File: config.mk
export PLATFORM = sky130hd
export DESIGN_NAME = permutohedral_lattice_embed_core
export DESIGN_NICKNAME = d
export VERILOG_FILES = /design/src/sv/ple_pkg.sv /design/src/sv/ple_front.sv /design/src/sv/ple_queue.sv /design/src/sv/ple_back.sv /design/src/sv/permutohedral_lattice_embed_core.sv
export SDC_FILE = /design/constraint.sdc
export NUM_CORES = 2
export LEC_CHECK = 0
export BUFFER_PORTS_ARGS = -buffer_cell sky130_fd_sc_hd__buf_2
export CAP_MARGIN = 10
export CORE_MARGIN = 5
export CORE_UTILIZATION = 65
export CTS_BUF_LIST = sky130_fd_sc_hd__clkbuf_8
export CTS_CLUSTER_DIAMETER = 80
export DETAILED_ROUTE_END_ITERATION = 6
export HOLD_SLACK_MARGIN = 0.02
export PLACE_DENSITY = 0.82
export SKIP_LAST_GASP = 1
export SYNTH_ARGS = -nofsm -noshare
export SYNTH_HDL_FRONTEND = slang
export SYNTH_SLANG_ARGS = --single-unit
File: constraint.sdc
create_clock -name clk -period 21.8 [get_ports clk]
set_input_delay 3.27 -clock clk [delete_from_list [all_inputs] [get_ports clk]]
set_output_delay 3.27 -clock clk [all_outputs]
set_load 0.01 [all_outputs]
File: src/sv/ple_pkg.sv
// Shared types and constants for the permutohedral lattice embedding block.
`timescale 1ns / 1ps
package ple_pkg;

  localparam int LAT_DIM = 3;
  localparam int NUM_VERTS = LAT_DIM + 1;
  localparam int FEATURE_FRAC_BITS_DEF = 12;

  localparam int FEAT_W = 24;
  localparam int SCALE_W = 19;
  localparam int PROD_W = FEAT_W + SCALE_W;
  localparam int ELEV_W = 48;
  localparam int KEY_W = 16;
  localparam int WGT_W = 16;
  localparam int WEIGHT_ONE = 32768;

  // Elevation scale factors, unsigned Q16 with a leading zero so they read as signed.
  localparam logic [LAT_DIM-1:0][SCALE_W-1:0] SCALE_Q16 = {
    19'd61788, 19'd87381, 19'd151349
  };

  localparam int QUEUE_DEPTH = 8;
  localparam int QPTR_W = $clog2(QUEUE_DEPTH);
  localparam int QCNT_W = QPTR_W + 1;

  localparam logic [1:0] VERTEX_LAST = 2'd3;

  typedef struct packed {
    logic signed [FEAT_W-1:0] feature_x;
    logic signed [FEAT_W-1:0] feature_y;
    logic signed [FEAT_W-1:0] feature_z;
  } feat_t;

  typedef struct packed {
    logic [1:0]              vertex_index;
    logic signed [KEY_W-1:0] key_first;
    logic signed [KEY_W-1:0] key_second;
    logic signed [KEY_W-1:0] key_third;
    logic [WGT_W-1:0]        vertex_weight;
    logic                    last_vertex;
  } vert_t;

  typedef struct packed {
    logic [LAT_DIM-1:0][KEY_W-1:0]   key_base;
    logic [LAT_DIM-1:0][1:0]         rank;
    logic [NUM_VERTS-1:0][WGT_W-1:0] weight;
  } entry_t;

endpackage

File: src/sv/ple_front.sv
// Front pipeline: accepts points, finds the enclosing simplex and its weights.
`timescale 1ns / 1ps
module ple_front #(
  parameter int FEATURE_FRAC_BITS = ple_pkg::FEATURE_FRAC_BITS_DEF
) (
  input  logic            clk,
  input  logic            rst,
  input  logic            feat_valid,
  output logic            feat_ready,
  input  ple_pkg::feat_t  feat,
  input  logic            credit_return,
  output logic            push,
  output ple_pkg::entry_t push_entry
);
  import ple_pkg::*;

  localparam int FB = FEATURE_FRAC_BITS;
  localparam int REM_W = FB + 18;
  localparam int RW = FB + 21;
  localparam int BW = FB + 24;
  localparam int OW = BW + 1;
  localparam int WSH = FB + 3;
  localparam int STAGES = 7;

  localparam logic [REM_W-1:0] HALF_REM = REM_W'(1) << (FB + 17);
  localparam logic signed [RW-1:0] FOUR_RES = RW'(1) << (FB + 18);
  localparam logic signed [BW-1:0] FOUR_B = BW'(1) << (FB + 18);
  localparam logic signed [OW-1:0] HALF_W = OW'(1) << (WSH - 1);
  localparam logic signed [OW-1:0] W_MAX = OW'(WEIGHT_ONE);

  localparam logic signed [1:0] CORR_UP = 2'sb01;
  localparam logic signed [1:0] CORR_DN1 = 2'sb11;
  localparam logic signed [1:0] CORR_DN2 = 2'sb10;

  logic [QCNT_W-1:0] used;
  logic [QCNT_W-1:0] used_next;
  logic              accept;
  logic [STAGES-1:0] stage_valid;

  logic signed [FEAT_W-1:0] f1 [LAT_DIM];
  logic signed [PROD_W-1:0] cf2 [LAT_DIM];
  logic signed [ELEV_W-1:0] ce [LAT_DIM];
  logic signed [ELEV_W-1:0] elev3 [NUM_VERTS];

  logic [REM_W-1:0]    rem [NUM_VERTS];
  logic                rnd_up [NUM_VERTS];
  logic [KEY_W-1:0]    grd_n [NUM_VERTS];
  logic signed [RW-1:0] res_n [NUM_VERTS];
  logic [KEY_W-1:0]    grd4 [NUM_VERTS];
  logic signed [RW-1:0] res4 [NUM_VERTS];

  logic [KEY_W-1:0]     gsum;
  logic signed [1:0]    corr;
  logic [1:0]           rank_n [NUM_VERTS];
  logic                 adj_dn [NUM_VERTS];
  logic                 adj_up [NUM_VERTS];
  logic [KEY_W-1:0]     grd5 [LAT_DIM];
  logic signed [RW-1:0] res5 [NUM_VERTS];
  logic [1:0]           rank5 [NUM_VERTS];

  logic signed [RW-1:0] bary_pos [NUM_VERTS];
  logic signed [RW-1:0] bary_neg [NUM_VERTS];
  logic signed [BW-1:0] bary_n [NUM_VERTS];
  logic signed [BW-1:0] bary6 [NUM_VERTS];
  logic [KEY_W-1:0]     grd6 [LAT_DIM];
  logic [1:0]           rank6 [LAT_DIM];

  logic signed [OW-1:0] wsum [NUM_VERTS];
  logic signed [OW-1:0] wq [NUM_VERTS];
  logic [WGT_W-1:0]     wgt_n [NUM_VERTS];
  entry_t               entry7;

  assign feat_ready = (used != QCNT_W'(QUEUE_DEPTH));
  assign accept = feat_valid && feat_ready;

  always_comb begin
    used_next = used;
    if (accept && !credit_return) begin
      used_next = used + 1'b1;
    end else if (!accept && credit_return) begin
      used_next = used - 1'b1;
    end
  end

  always_ff @(posedge clk) begin
    if (rst) begin
      used <= '0;
      stage_valid <= '0;
    end else begin
      used <= used_next;
      stage_valid <= {stage_valid[STAGES-2:0], accept};
    end
  end

  always_ff @(posedge clk) begin
    if (accept) begin
      f1[0] <= feat.feature_x;
      f1[1] <= feat.feature_y;
      f1[2] <= feat.feature_z;
    end
  end

  always_ff @(posedge clk) begin
    for (int i = 0; i < LAT_DIM; i++) begin
      cf2[i] <= f1[i] * $signed(SCALE_Q16[i]);
    end
  end

  always_comb begin
    for (int i = 0; i < LAT_DIM; i++) begin
      ce[i] = ELEV_W'(cf2[i]);
    end
  end

  always_ff @(posedge clk) begin
    elev3[0] <= ce[0] + ce[1] + ce[2];
    elev3[1] <= ce[2] + ce[1] - ce[0];
    elev3[2] <= ce[2] - (ce[1] <<< 1);
    elev3[3] <= -(ce[2] + (ce[2] <<< 1));
  end

  // Round each coordinate to a multiple of four lattice units, halfway going down.
  always_comb begin
    for (int i = 0; i < NUM_VERTS; i++) begin
      rem[i] = elev3[i][REM_W-1:0];
      rnd_up[i] = (rem[i] > HALF_REM);
      grd_n[i] = {elev3[i][FB+18 +: KEY_W-2], 2'b00} + (rnd_up[i] ? KEY_W'(4) : KEY_W'(0));
      res_n[i] = $signed({3'b000, rem[i]}) - (rnd_up[i] ? FOUR_RES : RW'(0));
    end
  end

  always_ff @(posedge clk) begin
    for (int i = 0; i < NUM_VERTS; i++) begin
      grd4[i] <= grd_n[i];
      res4[i] <= res_n[i];
    end
  end

  // The true coordinate sum is small, so its wrapped low bits carry the correction.
  always_comb begin
    gsum = grd4[0] + grd4[1] + grd4[2] + grd4[3];
    corr = $signed(gsum[3:2]);
    for (int k = 0; k < NUM_VERTS; k++) begin
      rank_n[k] = '0;
    end
    for (int i = 0; i < LAT_DIM; i++) begin
      for (int j = i + 1; j < NUM_VERTS; j++) begin
        if (res4[i] < res4[j]) begin
          rank_n[i] = rank_n[i] + 2'd1;
        end else begin
          rank_n[j] = rank_n[j] + 2'd1;
        end
      end
    end
    for (int k = 0; k < NUM_VERTS; k++) begin
      adj_dn[k] = (corr == CORR_UP) && (rank_n[k] == 2'd3);
      adj_up[k] = ((corr == CORR_DN1) && (rank_n[k] == 2'd0)) ||
                  ((corr == CORR_DN2) && (rank_n[k] < 2'd2));
    end
  end

  always_ff @(posedge clk) begin
    for (int k = 0; k < NUM_VERTS; k++) begin
      if (adj_dn[k]) begin
        res5[k] <= res4[k] + FOUR_RES;
      end else if (adj_up[k]) begin
        res5[k] <= res4[k] - FOUR_RES;
      end else begin
        res5[k] <= res4[k];
      end
      rank5[k] <= rank_n[k] + $unsigned(corr);
    end
    for (int k = 0; k < LAT_DIM; k++) begin
      if (adj_dn[k]) begin
        grd5[k] <= grd4[k] - KEY_W'(4);
      end else if (adj_up[k]) begin
        grd5[k] <= grd4[k] + KEY_W'(4);
      end else begin
        grd5[k] <= grd4[k];
      end
    end
  end

  // Barycentric weights, four times scaled, gathered by remainder rank.
  // The ranks are distinct, so each vertex takes exactly one remainder and gives up one.
  always_comb begin
    for (int c = 0; c < NUM_VERTS; c++) begin
      bary_pos[c] = '0;
      bary_neg[c] = '0;
      for (int i = 0; i < NUM_VERTS; i++) begin
        if (rank5[i] == 2'(3 - c)) begin
          bary_pos[c] = res5[i];
        end
        if (rank5[i] == 2'(4 - c)) begin
          bary_neg[c] = res5[i];
        end
      end
      bary_n[c] = ((c == 0) ? FOUR_B : BW'(0)) + BW'(bary_pos[c]) - BW'(bary_neg[c]);
    end
  end

  always_ff @(posedge clk) begin
    for (int c = 0; c < NUM_VERTS; c++) begin
      bary6[c] <= bary_n[c];
    end
    for (int k = 0; k < LAT_DIM; k++) begin
      grd6[k] <= grd5[k];
      rank6[k] <= rank5[k];
    end
  end

  always_comb begin
    for (int c = 0; c < NUM_VERTS; c++) begin
      wsum[c] = OW'(bary6[c]) + HALF_W;
      wq[c] = wsum[c] >>> WSH;
      if (bary6[c] <= BW'(0)) begin
        wgt_n[c] = '0;
      end else if (wq[c] > W_MAX) begin
        wgt_n[c] = WGT_W'(WEIGHT_ONE);
      end else begin
        wgt_n[c] = wq[c][WGT_W-1:0];
      end
    end
  end

  always_ff @(posedge clk) begin
    for (int c = 0; c < NUM_VERTS; c++) begin
      entry7.weight[c] <= wgt_n[c];
    end
    for (int k = 0; k < LAT_DIM; k++) begin
      entry7.key_base[k] <= grd6[k];
      entry7.rank[k] <= rank6[k];
    end
  end

  assign push = stage_valid[STAGES-1];
  assign push_entry = entry7;

`ifndef SYNTH
  a_used_bounded: assert property (@(posedge clk) disable iff (rst)
    used <= QCNT_W'(QUEUE_DEPTH))
    else $error("credit count above queue depth");
  a_push_has_credit: assert property (@(posedge clk) disable iff (rst)
    push |-> used != '0)
    else $error("simplex pushed without a held credit");
`endif

endmodule

File: src/sv/ple_queue.sv
// Short queue of finished simplex descriptions between front and back.
`timescale 1ns / 1ps
module ple_queue (
  input  logic            clk,
  input  logic            rst,
  input  logic            push,
  input  ple_pkg::entry_t push_entry,
  input  logic            pop,
  output logic            head_valid,
  output ple_pkg::entry_t head
);
  import ple_pkg::*;

  entry_t            slots [QUEUE_DEPTH];
  logic [QPTR_W-1:0] wr_ptr;
  logic [QPTR_W-1:0] rd_ptr;
  logic [QCNT_W-1:0] count;

  assign head_valid = (count != '0);
  assign head = slots[rd_ptr];

  always_ff @(posedge clk) begin
    if (push) begin
      slots[wr_ptr] <= push_entry;
    end
  end

  always_ff @(posedge clk) begin
    if (rst) begin
      wr_ptr <= '0;
      rd_ptr <= '0;
      count <= '0;
    end else begin
      if (push) begin
        wr_ptr <= wr_ptr + 1'b1;
      end
      if (pop) begin
        rd_ptr <= rd_ptr + 1'b1;
      end
      if (push && !pop) begin
        count <= count + 1'b1;
      end else if (pop && !push) begin
        count <= count - 1'b1;
      end
    end
  end

`ifndef SYNTH
  a_no_overflow: assert property (@(posedge clk) disable iff (rst)
    push |-> (count != QCNT_W'(QUEUE_DEPTH)) || pop)
    else $error("queue written while full");
  a_no_underflow: assert property (@(posedge clk) disable iff (rst)
    pop |-> count != '0)
    else $error("queue read while empty");
`endif

endmodule

File: src/sv/ple_back.sv
// Back sequencer: emits the four vertex beats of each queued simplex.
`timescale 1ns / 1ps
module ple_back (
  input  logic            clk,
  input  logic            rst,
  input  logic            head_valid,
  input  ple_pkg::entry_t head,
  output logic            pop,
  output logic            vert_valid,
  input  logic            vert_ready,
  output ple_pkg::vert_t  vert
);
  import ple_pkg::*;

  logic [1:0]       cnt;
  logic             load;
  logic [KEY_W-1:0] key_n [LAT_DIM];
  vert_t            vert_n;

  assign load = head_valid && (!vert_valid || vert_ready);
  assign pop = load && (cnt == VERTEX_LAST);

  // A key coordinate wraps by one period once its rank plus the vertex color exceeds three.
  always_comb begin
    for (int k = 0; k < LAT_DIM; k++) begin
      key_n[k] = head.key_base[k] + KEY_W'(cnt);
      if (({1'b0, head.rank[k]} + {1'b0, cnt}) > 3'd3) begin
        key_n[k] = key_n[k] - KEY_W'(4);
      end
    end
    vert_n.vertex_index = cnt;
    vert_n.key_first = $signed(key_n[0]);
    vert_n.key_second = $signed(key_n[1]);
    vert_n.key_third = $signed(key_n[2]);
    vert_n.vertex_weight = head.weight[cnt];
    vert_n.last_vertex = (cnt == VERTEX_LAST);
  end

  always_ff @(posedge clk) begin
    if (rst) begin
      cnt <= '0;
      vert_valid <= 1'b0;
    end else if (load) begin
      cnt <= cnt + 2'd1;
      vert_valid <= 1'b1;
    end else if (vert_ready) begin
      vert_valid <= 1'b0;
    end
  end

  always_ff @(posedge clk) begin
    if (load) begin
      vert <= vert_n;
    end
  end

`ifndef SYNTH
  a_vertex_sequence: assert property (@(posedge clk) disable iff (rst)
    (vert_valid && vert_ready && !vert.last_vertex) |=>
      (vert_valid && (vert.vertex_index == $past(vert.vertex_index) + 2'd1)))
    else $error("vertex beats of one point not back to back in order");
  a_weight_range: assert property (@(posedge clk) disable iff (rst)
    vert_valid |-> vert.vertex_weight <= WGT_W'(WEIGHT_ONE))
    else $error("vertex weight above one");
`endif

endmodule

File: src/sv/permutohedral_lattice_embed_core.sv
// Top level of the 3-D permutohedral lattice simplex embedding block.
//
// One beat on the feat channel carries a feature point (x, y, z). For each
// point the block sends four beats on the vert channel, vertex colors 0..3 in
// order, each with its lattice key, barycentric weight and a last flag set on
// color 3. Both channels use valid and ready.
// Each point passes the seven-stage front pipeline and the queue before its
// first vertex beat is registered; the other three follow on consecutive
// cycles while vert_ready is high. The single result register sends one
// vertex beat per cycle while vert_ready is high. The front pipeline takes a
// point in any cycle while a slot is free, so short bursts go in back to back.
// Up to 8 points are held between the front pipeline and the queue; feat_ready
// drops only when all 8 slots are taken.
// When the receiver stalls, the result register holds its beat, the queue
// fills, and then feat_ready falls until the receiver resumes.
// Reset clears the pipeline valids, the queue and the slot count; no vertex
// beat is valid after reset.
`timescale 1ns / 1ps
module permutohedral_lattice_embed_core #(
  parameter int FEATURE_FRAC_BITS = ple_pkg::FEATURE_FRAC_BITS_DEF
) (
  input  logic           clk,
  input  logic           rst,
  input  logic           feat_valid,
  output logic           feat_ready,
  input  ple_pkg::feat_t feat,
  output logic           vert_valid,
  input  logic           vert_ready,
  output ple_pkg::vert_t vert
);
  import ple_pkg::*;

  logic   push;
  entry_t push_entry;
  logic   pop;
  logic   head_valid;
  entry_t head;

  ple_front #(
    .FEATURE_FRAC_BITS(FEATURE_FRAC_BITS)
  ) u_front (
    .clk(clk),
    .rst(rst),
    .feat_valid(feat_valid),
    .feat_ready(feat_ready),
    .feat(feat),
    .credit_return(pop),
    .push(push),
    .push_entry(push_entry)
  );

  ple_queue u_queue (
    .clk(clk),
    .rst(rst),
    .push(push),
    .push_entry(push_entry),
    .pop(pop),
    .head_valid(head_valid),
    .head(head)
  );

  ple_back u_back (
    .clk(clk),
    .rst(rst),
    .head_valid(head_valid),
    .head(head),
    .pop(pop),
    .vert_valid(vert_valid),
    .vert_ready(vert_ready),
    .vert(vert)
  );

endmodule

==> key figures <==
Synth
  • Top FF cell, synth: edfxtp_1
  • Area leader, netlist: edfxtp_1
  • Top post-synthesis cells by area: edfxtp_1 (31%), dfxtp_1 (14%), ha_1 (11%)
  • Commonest cells in the netlist: inv_1 (1,483), edfxtp_1 (1,196), ha_1 (1,049), dfxtp_1 (780), fa_1 (599)
  • Yosys warns: 0
  • Post-synth cell types: 100
  • Seq/Total Area, Yosys: 44.9%
  • #FFs+latches synth: 1,976
  • Avg Cell Area, Syn: 11.9 µm²
  • Post-synth EDFFs: 1,196
  • Asr flop ratio synth: 0%
  • Top-area cell type share of the netlist area: 31.3%
  • Netlist Area Pre-Place: approximately 110,000 µm²
  • Most numerous cell in the Yosys netlist: inv_1
  • Post-Synthesis Cells: 9,612

STA
  • Slew Limit Fails: 0
  • Fin. Hold Viols: 0
  • Slew HR: between 10% and 20%
  • Setup TNS: 0 ns
  • Unrepaired setup endpoints after global routing: false
  • WHS: 0.278 ns
  • Clock skew: 0.103 ns
  • Period utilization: around 33%
  • Least-Margin Pin Slew: 1.18 ns
  • Min Tclk post-route: approximately 7 ns
  • Setup WS post-layout: 14.71 ns
  • FMAX: between 100 and 150 MHz
  • Final setup fails: 0

Placement
  • I/O Buffers: 144
  • Hpwl dp: 214,000 µm
  • Gpl congestion: 1.01
  • Post-place setup slack: 14.80 ns

Die
  • Die area: 185,000 µm²
  • Die Wd: 430 µm
  • Num rows: between 150 and 200
  • I/O Pins: 145
  • Area of the core: 176,000 µm²
  • Starting Density: 65.2%
  • Die Ht: 430 µm

Route
  • Post-route ant nets: 0
  • Total number of vias: about 76,000
  • Residual DRC count: 0
  • Drt via density: 5.96
  • Drt first pass iters: 6
  • Total Wirelength: 289,000 µm
  • Avg WL per Cell: 22.8 µm
  • DRT iter0 DRCs: a little over 7,000

Flow run
  • Max cap viols: 0

Min path
  • Worst Hold Launch: u_front.grd5[0][5]$_DFFE_PP_
  • Hold Path Class: flip-flop to flip-flop

Clock network
  • Post-CTS Setup Bufs: 0
  • Clock buffer count from CTS: 327
  • CTS tree: built
  • Post_cts resized: 0
  • H-tree depth: 5
  • Clock sinks: 1,976
  • CTS root buffer: clkbuf_8
  • Deepest clock path buffer count: 4
  • Clock Latency Late Sink: 1.05 ns
  • Worst-path clk slew: 0.06 ns
  • Post-CTS Hold Buffers: 0

Setup path
  • Slowest stage delay, CP: 0.72 ns
  • Worst Setup End Kind: flip-flop
  • Req. time, crit path: around 23 ns
  • Worst-path fanout max: 13
  • WS Path Type: flip-flop to flip-flop
  • R2R Path Start: u_front.res4[1][1]$_DFF_P_
  • Slowest stage cell on the critical path: o21ai_0
  • Critical Path Start Type: flip-flop
  • Crit. Startpoint: u_front.res4[1][1]$_DFF_P_
  • Critical Path AT: 7.82 ns

GRT
  • Gr usage total: 31.2%
  • Number of global-route vias before repair: 78,700
  • Antenna violations before repair: 11
  • Largest net degree at the start of global routing: 133
  • GRT overflow: 0
  • First-pass GRT wire length: 448,000 µm

Cells and area
  • Share of cells above drive strength 1: 9.95%
  • Nets: 11,800
  • Syn-to-layout area delta: 9.16%
  • FILL cells: 11,800
  • Fin util: 71.2%

Outcome
  • Run status: completed
-- stage by stage --
step | area (µm²) | std cells
final | 125000 | 12700
after floorplan | 115000 | 9778
after global routing | 125000 | 12700
after global placement | 119000 | 12100
after CTS | 125000 | 12700
after detailed placement | 119000 | 12100
-- state kept, by name, summed over array words and instances (netlist names), 44 cells and up, named ones only --
name                cells
u_back.vert            61
u_front.bary6         137
u_front.cf2           124
u_front.elev3         160
u_front.f1             72
u_front.grd4           44
u_front.push_entry    112
u_front.res4          120
u_front.res5          125
u_queue.slots         896
-- layout by cell type (no fill, tap or decap), drive strengths merged, types with 106 or more instances in the layout --
cell type and instances:
a21o 236, a21oi 382, buf 195, clkbuf 379, conb 167, dfxtp 780, edfxtp 1196, fa 599
ha 1049, inv 1601, mux4 256, nand2 378, nand3 131, nor2 476, nor3 106, o21a 158
o21ai 358, xnor2 415, xor2 183
-- cell families after synthesis --
kind of cell / share of synthesized area (%)
multiplexers: 6.32
XOR/XNOR: 4.57
other: 0.00327
AND/OR/NAND/NOR: 6.90
flip-flops: 44.9
adder cells (fa/ha/maj): 21.9
buffers and inverters: 5.60
AO/OA/AOI/OAI: 9.78
-- worst paths after layout --
check                                                     end  slack (ns)  cells after the start
worst max-delay path            u_front.grd5[0][15]$_DFFE_PP_       14.71                     30
worst max register to register  u_front.grd5[0][15]$_DFFE_PP_       14.71                     30
worst min-delay path               u_front.grd6[0][5]$_DFF_P_        0.28                      0
worst min register to register     u_front.grd6[0][5]$_DFF_P_        0.28                      0
-- area by class of cell --
class / instances / area, µm² / share of cell area (%)
inverters: 1485 / 5570 / 4.45
clock buffers: 379 / 5220 / 4.17
repair buffers: 196 / 1200 / 0.961
multi-input cells: 6109 / 57500 / 45.9
clock inverters: 198 / 1230 / 0.985
flip-flops and latches: 1976 / 51500 / 41.2
diodes: 5 / 12.5 / 0.00999
well taps: 2340 / 2930 / 2.34
-- layer usage --
layer / wire length (µm) / vias up / track usage, % / part of all wire [%]
li1: - / 34600 / - / -
met1: 112000 / 36900 / 39.1 / 39
met2: 141000 / 3302 / 52.7 / 49
met3: 18800 / 812 / 4.40 / 6.5
met4: 17800 / 4 / 16.7 / 6.2
met5: 28 / - / 0 / 0.0097
-- worst max-delay path, delay by kind of cell (launching register included) --
kind	cells	cell delay (ns)
fa+ha+maj	3	1.02
simple gates	4	0.52
compound gates	18	3.99
xor+xnor	2	0.38
buf+inv	2	0.42
flops	1	0.33
mux	1	0.16
Power is not shown: default switching activity piles up to over one toggle a cycle in this logic, so the estimate is an artifact.
